$ cat config.mk
export PLATFORM = sky130hd
export DESIGN_NAME = slope_onset_note_trigger
export DESIGN_NICKNAME = d
export VERILOG_FILES = /design/src/rtl/sont_pkg.sv /design/src/rtl/sont_cfg.sv /design/src/rtl/sont_core.sv /design/src/rtl/sont_outq.sv /design/src/rtl/slope_onset_note_trigger.sv
export VERILOG_INCLUDE_DIRS = /design/src /design/src/rtl
export SDC_FILE = /design/constraint.sdc
export NUM_CORES = 2
export LEC_CHECK = 0
export ABC_AREA = 1
export BUFFER_PORTS_ARGS = -buffer_cell sky130_fd_sc_hd__buf_2
export CELL_PAD_IN_SITES_DETAIL_PLACEMENT = 2
export CELL_PAD_IN_SITES_GLOBAL_PLACEMENT = 2
export CORE_ASPECT_RATIO = 1.1
export CORE_UTILIZATION = 43
export DETAILED_ROUTE_END_ITERATION = 16
export PLACE_DENSITY = 0.9
export SLEW_MARGIN = 0
export SYNTH_ARGS = -nofsm -noshare
export SYNTH_HDL_FRONTEND = slang
export SYNTH_SLANG_ARGS = --single-unit
$ cat constraint.sdc
create_clock -name clk -period 19.65 [get_ports clk]
set_clock_uncertainty 0.2 [all_clocks]
set_input_delay 0 -clock clk [delete_from_list [all_inputs] [get_ports clk]]
set_output_delay 0 -clock clk [all_outputs]
set_load 0.01 [all_outputs]
$ cat src/rtl/assert_macros.svh
// Assertion macros for the RTL file that carries checks.
`ifndef ASSERT_MACROS_SVH
`define ASSERT_MACROS_SVH

// Clocked check on clk, muted while rst is high.
`define ASSERT_CLK(label, prop, msg) \
  label: assert property (@(posedge clk) disable iff (rst) prop) else $error(msg);

// Condition that must never be seen at a clock edge.
`define ASSERT_NEVER(label, cond, msg) \
  `ASSERT_CLK(label, !(cond), msg)

`endif

$ cat src/rtl/sont_pkg.sv
// Types and constants shared by the slope onset note trigger modules.
package sont_pkg;

  // Slope sample width
  localparam int SAMPLE_BITS = 16;

  // Unity key-scale factor: 60 * 4096
  localparam logic signed [18:0] SCALE_ONE = 19'sd245760;
  localparam logic [7:0] NOTE_CENTER = 8'd60;

  // Key-scale factor width and scaled-threshold width
  localparam int SCALE_BITS = 24;
  localparam int THR_BITS = 16 + SCALE_BITS;

  // Compare width: wide enough for both threshold and scaled sample
  localparam int CMP_BITS = ((SAMPLE_BITS + 19) > THR_BITS) ?
                            (SAMPLE_BITS + 19 + 1) : (THR_BITS + 1);

  // Reset values of the registers
  localparam logic signed [15:0] ON_THRESHOLD_RST = 16'sd3277;
  localparam logic [14:0] OFF_THRESHOLD_RST = 15'd328;
  localparam logic signed [15:0] KEY_SCALING_RST = 16'sd0;
  localparam logic [6:0] NOTE_NUMBER_RST = 7'd60;
  localparam logic [15:0] HOLDOFF_BLOCKS_RST = 16'd4;

  // Register indexes on the configuration port
  typedef enum logic [2:0] {
    REG_ON_THRESHOLD   = 3'd0,
    REG_OFF_THRESHOLD  = 3'd1,
    REG_KEY_SCALING    = 3'd2,
    REG_NOTE_NUMBER    = 3'd3,
    REG_HOLDOFF_BLOCKS = 3'd4
  } reg_index_t;

  // Event kinds
  typedef enum logic {
    EV_NOTE_OFF = 1'b0,
    EV_NOTE_ON  = 1'b1
  } ev_kind_t;

  // One result event
  typedef struct packed {
    ev_kind_t    kind;
    logic [6:0]  note;
    logic [31:0] onsets;
    logic        last;
  } event_t;

  // Settings handed from the register block to the decision stage
  typedef struct packed {
    logic signed [THR_BITS-1:0] on_prod;
    logic signed [THR_BITS-1:0] off_prod;
    logic [6:0]                 note;
    logic [15:0]                holdoff;
  } cfg_t;

  // Events pushed into the output queue in one cycle
  typedef struct packed {
    logic [1:0] num;
    event_t     first;
    event_t     second;
  } push_t;

  // Output queue status
  typedef struct packed {
    logic [1:0] count;
    logic       pop;
  } q_stat_t;

endpackage

$ cat src/rtl/sont_cfg.sv
// Configuration registers and registered key-scaled threshold products.
module sont_cfg (
  input  logic             clk,
  input  logic             rst,
  input  logic             cfg_write,
  input  logic [2:0]       cfg_index,
  input  logic [15:0]      cfg_data,
  output sont_pkg::cfg_t   cfg
);

  logic signed [15:0] on_threshold;
  logic [14:0]        off_threshold;
  logic signed [15:0] key_scaling;
  logic [6:0]         note_number;
  logic [15:0]        holdoff_blocks;

  logic signed [sont_pkg::SCALE_BITS-1:0] scale;
  logic signed [sont_pkg::SCALE_BITS-1:0] scale_next;
  logic signed [sont_pkg::THR_BITS-1:0]   on_prod;
  logic signed [sont_pkg::THR_BITS-1:0]   off_prod;

  logic signed [15:0] key_src;
  logic [6:0]         note_src;
  logic signed [7:0]  note_offs;
  logic signed [sont_pkg::SCALE_BITS-1:0] key_term;

  // Scale follows a write to key or note in the same edge
  always_comb begin
    key_src  = (cfg_write && cfg_index == sont_pkg::REG_KEY_SCALING) ?
               $signed(cfg_data) : key_scaling;
    note_src = (cfg_write && cfg_index == sont_pkg::REG_NOTE_NUMBER) ?
               cfg_data[6:0] : note_number;
    note_offs = $signed({1'b0, note_src} - sont_pkg::NOTE_CENTER);
    key_term  = sont_pkg::SCALE_BITS'(key_src) * sont_pkg::SCALE_BITS'(note_offs);
    scale_next = sont_pkg::SCALE_BITS'(sont_pkg::SCALE_ONE) + key_term;
  end

  // Register writes
  always_ff @(posedge clk) begin
    if (rst) begin
      on_threshold   <= sont_pkg::ON_THRESHOLD_RST;
      off_threshold  <= sont_pkg::OFF_THRESHOLD_RST;
      key_scaling    <= sont_pkg::KEY_SCALING_RST;
      note_number    <= sont_pkg::NOTE_NUMBER_RST;
      holdoff_blocks <= sont_pkg::HOLDOFF_BLOCKS_RST;
      scale          <= sont_pkg::SCALE_BITS'(sont_pkg::SCALE_ONE);
    end else begin
      scale <= scale_next;
      if (cfg_write) begin
        case (cfg_index)
          sont_pkg::REG_ON_THRESHOLD:   on_threshold   <= $signed(cfg_data);
          sont_pkg::REG_OFF_THRESHOLD:  off_threshold  <= cfg_data[14:0];
          sont_pkg::REG_KEY_SCALING:    key_scaling    <= $signed(cfg_data);
          sont_pkg::REG_NOTE_NUMBER:    note_number    <= cfg_data[6:0];
          sont_pkg::REG_HOLDOFF_BLOCKS: holdoff_blocks <= cfg_data;
          default: ;
        endcase
      end
    end
  end

  // Scaled threshold products, one multiply behind the scale register
  always_ff @(posedge clk) begin
    if (rst) begin
      on_prod  <= sont_pkg::THR_BITS'(sont_pkg::ON_THRESHOLD_RST) *
                  sont_pkg::THR_BITS'(sont_pkg::SCALE_ONE);
      off_prod <= sont_pkg::THR_BITS'($signed({1'b0, sont_pkg::OFF_THRESHOLD_RST})) *
                  sont_pkg::THR_BITS'(sont_pkg::SCALE_ONE);
    end else begin
      on_prod  <= sont_pkg::THR_BITS'(on_threshold) * sont_pkg::THR_BITS'(scale);
      off_prod <= sont_pkg::THR_BITS'($signed({1'b0, off_threshold})) *
                  sont_pkg::THR_BITS'(scale);
    end
  end

  assign cfg.on_prod  = on_prod;
  assign cfg.off_prod = off_prod;
  assign cfg.note     = note_number;
  assign cfg.holdoff  = holdoff_blocks;

endmodule

$ cat src/rtl/sont_core.sv
// Input register, peak and level decisions, and the trigger state.
module sont_core (
  input  logic                                clk,
  input  logic                                rst,
  input  logic                                in_valid,
  output logic                                in_ready,
  input  logic signed [sont_pkg::SAMPLE_BITS-1:0] slope_sample,
  input  logic [14:0]                         block_level,
  input  logic                                end_of_block,
  input  sont_pkg::cfg_t                      cfg,
  input  sont_pkg::q_stat_t                   qstat,
  output sont_pkg::push_t                     push
);

  // Input register
  logic                                    s1_valid;
  logic signed [sont_pkg::SAMPLE_BITS-1:0] s1_slope;
  logic [14:0]                             s1_level;
  logic                                    s1_eob;

  // Trigger state
  logic signed [sont_pkg::SAMPLE_BITS-1:0] previous_slope;
  logic signed [sont_pkg::SAMPLE_BITS-1:0] candidate_slope;
  logic                                    cand_valid;
  logic                                    note_active;
  logic [31:0]                             block_index;
  logic [31:0]                             last_peak_block;
  logic [31:0]                             onset_total;

  logic signed [sont_pkg::CMP_BITS-1:0] cand_sc;
  logic signed [sont_pkg::CMP_BITS-1:0] level_sc;
  logic signed [sont_pkg::CMP_BITS-1:0] on_cmp;
  logic signed [sont_pkg::CMP_BITS-1:0] off_cmp;
  logic [31:0] hold_gap;
  logic        level_low;
  logic        off_level;
  logic        peak;
  logic        trig;
  logic        off_any;
  logic [1:0]  n_ev;
  logic [1:0]  space;
  logic        fire;
  logic        in_fire;
  sont_pkg::event_t off_ev;
  sont_pkg::event_t on_ev;

  // Decisions on the registered item
  always_comb begin
    cand_sc  = sont_pkg::CMP_BITS'(candidate_slope) *
               sont_pkg::CMP_BITS'(sont_pkg::SCALE_ONE);
    level_sc = sont_pkg::CMP_BITS'($signed({1'b0, s1_level})) *
               sont_pkg::CMP_BITS'(sont_pkg::SCALE_ONE);
    on_cmp   = sont_pkg::CMP_BITS'(cfg.on_prod);
    off_cmp  = sont_pkg::CMP_BITS'(cfg.off_prod);
    level_low = level_sc < off_cmp;
    off_level = note_active && level_low;
    peak = cand_valid && (cand_sc > on_cmp) &&
           (candidate_slope > previous_slope) && (candidate_slope > s1_slope);
    hold_gap = block_index - last_peak_block;
    trig = peak && (hold_gap > {16'd0, cfg.holdoff});
    // level note off, or retrigger note off of a still-active note
    off_any = off_level || (trig && note_active);
    n_ev = {1'b0, off_any} + {1'b0, trig};
  end

  // Events
  always_comb begin
    off_ev.kind   = sont_pkg::EV_NOTE_OFF;
    off_ev.note   = cfg.note;
    off_ev.onsets = onset_total;
    off_ev.last   = !trig;
    on_ev.kind    = sont_pkg::EV_NOTE_ON;
    on_ev.note    = cfg.note;
    on_ev.onsets  = onset_total + 32'd1;
    on_ev.last    = 1'b1;
  end

  // Queue room after this cycle's pop
  assign space    = 2'd2 - qstat.count + {1'b0, qstat.pop};
  assign fire     = s1_valid && (n_ev <= space);
  assign in_ready = !s1_valid || fire;
  assign in_fire  = in_valid && in_ready;

  always_comb begin
    push.num    = fire ? n_ev : 2'd0;
    push.first  = off_any ? off_ev : on_ev;
    push.second = on_ev;
  end

  // Input register
  always_ff @(posedge clk) begin
    if (rst) begin
      s1_valid <= 1'b0;
    end else if (in_fire) begin
      s1_valid <= 1'b1;
    end else if (fire) begin
      s1_valid <= 1'b0;
    end
  end

  always_ff @(posedge clk) begin
    if (in_fire) begin
      s1_slope <= slope_sample;
      s1_level <= block_level;
      s1_eob   <= end_of_block;
    end
  end

  // State update when the item's events go to the queue
  always_ff @(posedge clk) begin
    if (rst) begin
      previous_slope  <= '0;
      candidate_slope <= '0;
      cand_valid      <= 1'b0;
      note_active     <= 1'b0;
      block_index     <= '0;
      last_peak_block <= '0;
      onset_total     <= '0;
    end else if (fire) begin
      previous_slope  <= candidate_slope;
      candidate_slope <= s1_slope;
      cand_valid      <= 1'b1;
      note_active     <= trig || (note_active && !level_low);
      if (trig) begin
        onset_total <= onset_total + 32'd1;
      end
      if (peak) begin
        last_peak_block <= block_index;
      end
      if (s1_eob) begin
        block_index <= block_index + 32'd1;
      end
    end
  end

endmodule

$ cat src/rtl/sont_outq.sv
// Two-entry event queue feeding the result channel.
module sont_outq (
  input  logic               clk,
  input  logic               rst,
  input  sont_pkg::push_t    push,
  input  logic               out_ready,
  output logic               out_valid,
  output sont_pkg::event_t   head,
  output sont_pkg::q_stat_t  qstat
);

  sont_pkg::event_t q0;
  sont_pkg::event_t q1;
  sont_pkg::event_t q0_next;
  sont_pkg::event_t q1_next;
  logic [1:0] count;
  logic [1:0] count_next;
  logic [1:0] remain;
  logic       pop;

  assign out_valid   = (count != 2'd0);
  assign pop         = out_valid && out_ready;
  assign head        = q0;
  assign qstat.count = count;
  assign qstat.pop   = pop;

  // Shift on pop, then append pushed events behind what remains
  always_comb begin
    remain  = count - {1'b0, pop};
    q0_next = pop ? q1 : q0;
    q1_next = q1;
    case (remain)
      2'd0: begin
        if (push.num != 2'd0) begin
          q0_next = push.first;
        end
        if (push.num == 2'd2) begin
          q1_next = push.second;
        end
      end
      2'd1: begin
        if (push.num != 2'd0) begin
          q1_next = push.first;
        end
      end
      default: ;
    endcase
    count_next = remain + push.num;
  end

  always_ff @(posedge clk) begin
    if (rst) begin
      count <= 2'd0;
    end else begin
      count <= count_next;
    end
  end

  always_ff @(posedge clk) begin
    q0 <= q0_next;
    q1 <= q1_next;
  end

endmodule

$ cat src/rtl/slope_onset_note_trigger.sv
// Slope onset note trigger: takes one slope sample per cycle and issues note
// on and note off events. Throughput is one input transaction per clock while
// the event queue has room; an item is held in an input register and decided in
// the next cycle, so its first event is valid on the result port once the item's
// events have been pushed. An item that causes a note off and a note on puts
// both into a two-entry event queue and occupies the result port for both
// events; the input stalls only when that queue has no room. Each sample is
// judged as a peak when its right neighbour arrives. Register writes take
// effect for samples accepted after the write, once the key-scaled threshold
// products have been registered.
`include "assert_macros.svh"

module slope_onset_note_trigger (
  input  logic                                    clk,
  input  logic                                    rst,
  input  logic                                    cfg_write,
  input  logic [2:0]                              cfg_index,
  input  logic [15:0]                             cfg_data,
  input  logic                                    in_valid,
  output logic                                    in_ready,
  input  logic signed [sont_pkg::SAMPLE_BITS-1:0] slope_sample,
  input  logic [14:0]                             block_level,
  input  logic                                    end_of_block,
  output logic                                    out_valid,
  input  logic                                    out_ready,
  output logic                                    event_kind,
  output logic [6:0]                              event_note,
  output logic [31:0]                             onsets_so_far,
  output logic                                    is_last
);

  sont_pkg::cfg_t    cfg;
  sont_pkg::push_t   push;
  sont_pkg::q_stat_t qstat;
  sont_pkg::event_t  head;

  sont_cfg u_cfg (
    .clk       (clk),
    .rst       (rst),
    .cfg_write (cfg_write),
    .cfg_index (cfg_index),
    .cfg_data  (cfg_data),
    .cfg       (cfg)
  );

  sont_core u_core (
    .clk          (clk),
    .rst          (rst),
    .in_valid     (in_valid),
    .in_ready     (in_ready),
    .slope_sample (slope_sample),
    .block_level  (block_level),
    .end_of_block (end_of_block),
    .cfg          (cfg),
    .qstat        (qstat),
    .push         (push)
  );

  sont_outq u_outq (
    .clk       (clk),
    .rst       (rst),
    .push      (push),
    .out_ready (out_ready),
    .out_valid (out_valid),
    .head      (head),
    .qstat     (qstat)
  );

  assign event_kind    = head.kind;
  assign event_note    = head.note;
  assign onsets_so_far = head.onsets;
  assign is_last       = head.last;

  // A note on always closes the events of its sample
  `ASSERT_CLK(a_on_is_last, (out_valid && event_kind) |-> is_last, "note on not last")
  // A leading note off has its note on already queued behind it
  `ASSERT_CLK(a_pair_queued, (out_valid && !is_last) |-> (qstat.count == 2'd2), "pair split")
  // Queue never overfills
  `ASSERT_NEVER(a_q_overfill, qstat.count == 2'd3, "event queue overflow")

endmodule

==> Yosys cells after proc, flatten, opt, wreduce, memory -nomap -nowiden <==
Index checks and enable logic that the tools add are counted.
{ "word_totals": {"memories": 0, "reg_bits": 421, "elab_cells": 102, "inputBits": 56, "latchBits": 0, "ramBits": 0, "rom_bits": 0} }
{ "classes": {"div_mod_pow": 0, "bitwise": 0, "n_mul": 5, "reduce_logical": 33, "eq_ne": 8, "muxes": 12, "magnitude_cmp": 6, "n_addsub": 10, "n_shift": 0} }
{ "op_table": {"columns": ["cell", "n"], "rows": [
  ["two-way mux 41 bit", 6],
  ["case mux 41 bit (2 select lines)", 1],
  ["multiplier 16 x 24 -> 40 bit", 2],
  ["adder 32 x 1 -> 32 bit, second input constant", 2],
  ["greater-than comparator 35 x 40 -> 1 bit", 1],
  ["less-than comparator 34 x 40 -> 1 bit", 1],
  ["greater-than comparator 16 bit", 2],
  ["greater-than comparator 32 x 16 -> 1 bit", 1],
  ["subtractor 32 bit", 1],
  ["adder 19 x 24 -> 24 bit, first input constant", 1],
  ["multiplier 16 x 8 -> 24 bit", 1],
  ["multiplier 16 x 5 -> 21 bit, second input constant", 1],
  ["multiplier 15 x 4 -> 19 bit, second input constant", 1],
  ["two-way mux 16 bit", 1],
  ["AND reduction 2 bit", 8],
  ["logical AND 1 bit", 12],
  ["nonzero test 2 bit", 4],
  ["subtractor 7 x 6 -> 8 bit, second input constant", 1],
  ["two-way mux 7 bit", 1],
  ["== test 3 x 2 -> 1 bit, second input constant", 2],
  ["!= test 2 x 1 -> 1 bit, second input constant", 2],
  ["== test 3 x 1 -> 1 bit, second input constant", 1],
  ["== test 3 bit, second input constant", 1],
  ["logical NOT 1 bit", 3],
  ["14 further kinds", 17]
]} }

==> Logic depth before layout (Yosys ltp) <==
{ "logic_depth": {"ltp_word": 15, "depth_mapped": 47, "mapped_depth_nobuf": 47} }

==> Cells and area by module <==
A second synthesis with hierarchy kept.
{ "unflattened": {"hier_cells": 8015, "area_unflattened_um2": 58579.9} }
{ "by_module_without_submodules": {"columns": ["module", "cells_each", "area_per_inst_um2", "n_inst", "seq_area_each_um2"], "rows": [
  ["sont_cfg", 5247, 39031.2, 1, 3483.3],
  ["sont_core", 2248, 15574.9, 1, 3583.4],
  ["sont_outq", 520, 3973.8, 1, 2092.0]
]} }

==> Worst setup path after synthesis <==
No wires, ideal clock.
{ "synth_timing": {"path_kind": "register to register", "startpoint": "reg u_core.candidate_slope[3] in the netlist's numbering", "endpoint": "reg u_outq.q1[0] in the netlist's numbering, enable pin", "setup_ns": 0.396, "t_arrival_ns": 6.877, "synth_period_minus_slack_ns": 7.472, "slack_ns": 12.178, "stages_incl_launch_ff": 38, "path_cell_list": "dfxtp_1 > ha_1 > fa_1 > inv_1 > fa_1 > inv_1 > ha_1 > a21o_1 > nand3_1 > nand2_1 > nor2_1 > nor3_1 > nor2_1 > o21ai_0 > a21boi_0 > o21ai_0 > nand2_1 > nand2_1 > [2 not listed] > a21oi_1 > o21ai_0 > a21oi_1 > nand3_1 > nand2_1 > nand3b_1 > nor2_2 > nand3_4 > buf_2 > nand2_1 > ha_1 > nor2_1 > o21ai_1 > nand2_2 > nor2_1 > nand2_1 > o21bai_1 > inv_1"} }
{ "synth_via": {"elab_chain_len": 15} }
{ "synth_lines": {"columns": ["element", "line_no", "text"], "rows": [
  ["from (decl)", "sont_core.sv:23", "logic signed [sont_pkg::SAMPLE_BITS-1:0] candidate_slope;"],
  ["from (signal assigned)", "sont_core.sv:121", "candidate_slope <= s1_slope;"],
  ["multiplier 16 x 5 -> 21 bit", "sont_core.sv:49", "cand_sc = sont_pkg::CMP_BITS'(candidate_slope) *"],
  ["greater-than comparator 35 x 40 -> 1 bit", "sont_core.sv:57", "peak = cand_valid && (cand_sc > on_cmp) &&"],
  ["logical AND 1 bit (2 in series)", "sont_core.sv:57", null],
  ["logical AND 1 bit (*)", "sont_core.sv:58", "(candidate_slope > previous_slope) && (candidate_slope > s1_slope);"],
  ["logical AND 1 bit (*)", "sont_core.sv:60", "trig = peak && (hold_gap > {16'd0, cfg.holdoff});"],
  ["logical AND 1 bit", "sont_core.sv:62", "off_any = off_level || (trig && note_active);"],
  ["logical OR 1 bit", "sont_core.sv:62", null],
  ["adder 1 x 1 -> 2 bit (*)", "sont_core.sv:63", "n_ev = {1'b0, off_any} + {1'b0, trig};"],
  ["<= comparator 2 bit", "sont_core.sv:80", "assign fire = s1_valid && (n_ev <= space);"],
  ["logical AND 1 bit", "sont_core.sv:80", null],
  ["two-way mux 2 bit (*)", "sont_core.sv:85", "push.num = fire ? n_ev : 2'd0;"],
  ["== test 2 bit or nonzero test 2 bit (tied branches)", "sont_outq.sv:37, sont_outq.sv:42", null],
  ["!= test 2 x 1 -> 1 bit (no line)", null, null],
  ["AND reduction 3 bit (no line) (*)", null, null],
  ["to (signal assigned)", "sont_outq.sv:61", "q1 <= q1_next;"],
  ["to (decl)", "sont_outq.sv:13", "sont_pkg::event_t q1;"]
]} }
Mark *: on every way between the ends. The rest lies on a longest branch, timed or not.
A chain may end at the register's enable or synchronous reset.

==> Final worst setup path <==
{ "layout_timing": {"startpoint": "reg u_core.candidate_slope[3] in the netlist's numbering", "endpoint": "reg u_core.block_index[22]"} }
{ "layout_via": {"elab_chain_len": 12} }
{ "layout_lines": {"columns": ["element", "line_no", "text"], "rows": [
  ["multiplier 16 x 5 -> 21 bit", "sont_core.sv:49", null],
  ["greater-than comparator 35 x 40 -> 1 bit", "sont_core.sv:57", null],
  ["logical AND 1 bit (2 in series)", "sont_core.sv:57", null],
  ["logical AND 1 bit (*)", "sont_core.sv:58", null],
  ["logical AND 1 bit (*)", "sont_core.sv:60", null],
  ["logical AND 1 bit", "sont_core.sv:62", null],
  ["logical OR 1 bit", "sont_core.sv:62", null],
  ["adder 1 x 1 -> 2 bit (*)", "sont_core.sv:63", null],
  ["<= comparator 2 bit (*)", "sont_core.sv:80", null],
  ["logical AND 1 bit (*)", "sont_core.sv:80", null],
  ["AND reduction 2 bit (no line) (*)", null, null],
  ["to (signal assigned)", "sont_core.sv:131", "block_index <= block_index + 32'd1;"],
  ["to (decl)", "sont_core.sv:26", "logic [31:0] block_index;"]
]} }
Marks and branches as above.

==> key figures <==
GRT
  • Number of antenna violations at the first check in global routing: 58
  • Remaining Overflow, GRT: 0
  • Total GRT Usage: a little under three fifths
  • Via count of the first global-routing pass: roughly 68000
  • Global-route wire length before repair: 522 mm
  • Pin count of the biggest net entering global routing: 85

Synthesis
  • Top-area cell type share of the netlist area: 31.7%
  • Post-synthesis sequential element count: 421
  • Yosys warning total: 0
  • Cells after Synth: roughly 7200
  • Net count of the mapped netlist: approximately 8600
  • Post-Syn Area per Cell: 7.73 sq um
  • Number of flops mapped to enable cells by yosys: 73
  • Number of distinct standard cells referenced by the synthesized netlist: 55
  • Library cell occupying the most area in the post-synthesis netlist: fa_1
  • Main flop type after synthesis: dfxtp_1
  • Leading cell types by total area after synthesis: fa_1 (32%), dfxtp_1 (13%), inv_1 (12%)
  • Fraction of synthesis flops using an asynchronous set or reset pin: 0%
  • Sequential share of the synthesized area: about 16%
  • Syn Std Cell Area: 55700 sq um

CTS
  • TritonCTS clock tree: done
  • Root Buffer Master: clkbuf_16
  • Source-to-sink clock delay at the later pin of the worst-skew pair: around 0.78 ns
  • Number of buffers created by CTS: 50
  • CTS max path bufs: 3
  • Post-CTS Setup Inserts: 0
  • Worst-path clk slew: roughly 0.080 ns
  • Clock H-tree levels: 2
  • # clock sinks: 421

Floorplanning
  • Die outline height: 379 um
  • Die area: ~130000 sq um
  • Total core area: 129000 sq um
  • # rows: ~140
  • Die boundary width: around 350 um
  • Number of top-level pins: just under 100
  • Effective utilization at floorplan: between 40% and 50%

Layout
  • Most common library cell in the layout ignoring fill and taps: inv_1
  • Number of fill cells in the layout: about 15000
  • Fraction of final layout cells sized beyond drive strength 1: around 4.7%
  • Layout Area Growth over Synthesis: 8.63%
  • Count of nets after finishing: approximately 8600
  • Commonest cells after routing, fill and taps aside: inv_1 (1778), nand2_1 (1693), fa_1 (881), ha_1 (435), a21oi_1 (400)

Timing
  • Pins Over Slew Limit: 52
  • Setup repair after global routing missed its margin: false
  • Sum of negative setup slack: 0 ns
  • Count of final hold-check violations: 0
  • Relative slew margins: -5.85%
  • Timing-limited maximum frequency: between 0.08 and 0.09 GHz
  • Time the worst path needs with I/O delays and setup: around 12 ns
  • Final setup viols: 0
  • Actual slew at the worst max-slew pin: around 1.6 ns
  • Period utilisation layout: 63.2%

Setup path
  • Cell with the biggest individual delay on the critical path: nor2_2
  • Most frequent cell on the critical path: nor2_1
  • Crit Path Max Fanout: 60
  • Required @ worst endpoint: ~20 ns
  • Kind of critical path: reg -> reg
  • Delay of the slowest cell on the worst path: ~0.77 ns
  • Critical path data arrival time: ~13 ns
  • Endpoint class of the critical path: flip-flop
  • Worst setup SP type: flip-flop
  • Number of cells traversed by the worst register-to-register path: 45

Route
  • Initial DRT Pass Iterations: 8
  • Average wire per standard cell: about 42 um
  • Final WL: roughly 380 mm
  • DRC: 0
  • Number of vias after detailed routing: slightly above 60000
  • Number of vias per cell after detailed routing: slightly below 7
  • Number of nets with antenna violations after detailed routing: 0
  • Iteration-0 DRC count of the detailed router: roughly 7600

Placement
  • Post-DP HPWL: 198 mm
  • Routability Congestion: 0.896
  • Port Buffers: between 90 and 100

Worst hold path
  • Hold Path Stages: 3
  • Hold Crit Class: in -> reg

Status
  • Violated checks: max-capacitance violations, max-slew violations
  • Run status: finished, violations left

Flow run
  • Max-Cap Viols: 3
==> per-layer routing <==
metal	vias to the layer above	routed length [um]	global-route usage, %
met2	6056	160000	85.0
met1	29900	115000	55.3
met5	-	1020	4.56
met4	62	48200	57.7
li1	21600	-	-
met3	3156	52500	28.6
==> state kept, by name (all words and copies together) (netlist names), 15 cells and up <==
signal / cells
u_cfg.holdoff_blocks: 16
u_cfg.key_scaling: 16
u_cfg.off_prod: 40
u_cfg.off_threshold: 15
u_cfg.on_prod: 40
u_cfg.on_threshold: 16
u_cfg.scale: 24
u_core.block_index: 32
u_core.candidate_slope: 16
u_core.last_peak_block: 32
u_core.onset_total: 32
u_core.previous_slope: 16
u_core.s1_level: 15
u_core.s1_slope: 16
u_outq.head: 41
u_outq.q1: 41
==> through the flow <==
stage / cell area, sq um / setup WS [ns] / hold WS [ns] / utilization (%) / instances
CTS: 60400 / 8.24 / 0.0511 / 46.9 / 8977
global route: 60400 / 6.95 / 0.0351 / 47.0 / 8984
detailed placement: 57700 / 9.06 / -0.0196 / 44.9 / 8785
global placement: 57700 / 9.94 / -0.0226 / 44.9 / 8785
finish: 60500 / 7.23 / 0.0345 / 47.0 / 9009
floorplan: 55700 / 12.18 / -0.101 / - / 7203
==> Yosys cell counts, types with 39 or more instances <==
master / instances
clkbuf_1: 232
ha_1: 435
xor2_1: 96
dfxtp_1: 348
nor3_1: 50
a21oi_1: 400
o21ai_0: 275
o21ai_1: 51
nor2_1: 372
nand4_1: 41
inv_1: 1781
edfxtp_1: 73
fa_1: 881
nand2_1: 1693
nand3_1: 133
o21a_1: 39
==> final cells by class <==
cell class,instances,area [sq um],share of cell area [%]
multi-input cells,4722,38700,64.0
well taps,1680,2100,3.47
clock buffers,73,1440,2.38
repair buffers,268,2020,3.35
diodes,30,75.1,0.124
inverters,1794,6740,11.1
clock inverters,21,243,0.401
flip-flops and latches,421,9160,15.1
==> what timing repair did <==
item,CTS,global route
hold endpoints to repair,152,2
hold buffers,98,1
gates resized for setup,0,0
==> cell families (layout without fill, tap and decap cells) <==
group | after synthesis | after routing | share of synthesized area, %
simple gates | 2406 | 2406 | 17.5
buf+inv | 2060 | 2156 | 14.1
fa+ha+maj | 1316 | 1316 | 41.4
compound gates | 867 | 867 | 8.40
flops | 421 | 421 | 16.4
xor+xnor | 127 | 127 | 2.00
mux | 6 | 6 | 0.108
other cells | 0 | 30 | 0
==> worst paths after layout <==
check        slack (ns)                      start                       end
max                7.23  u_core.candidate_slope[3]    u_core.block_index[22]
min                0.03               cfg_index[2]  u_cfg.holdoff_blocks[10]
max reg2reg        7.23  u_core.candidate_slope[3]    u_core.block_index[22]
min reg2reg        0.27   u_core.previous_slope[7]  u_core.previous_slope[7]
==> worst max-delay path: cells and delay by family, from the launching register on <==
kind                       cells  cell delay [ns]
xor gates and xnor gates       1             0.49
AOI/OAI and AO/OA              8             2.22
and+or+nand+nor               25             5.19
buffers and inverters          5             0.99
adders and majority gates      6             2.57
DFF                            1             0.60
Power is left out: the tool's default activity adds up to more than one toggle a clock period on the data nets, which glitch-free logic cannot reach.
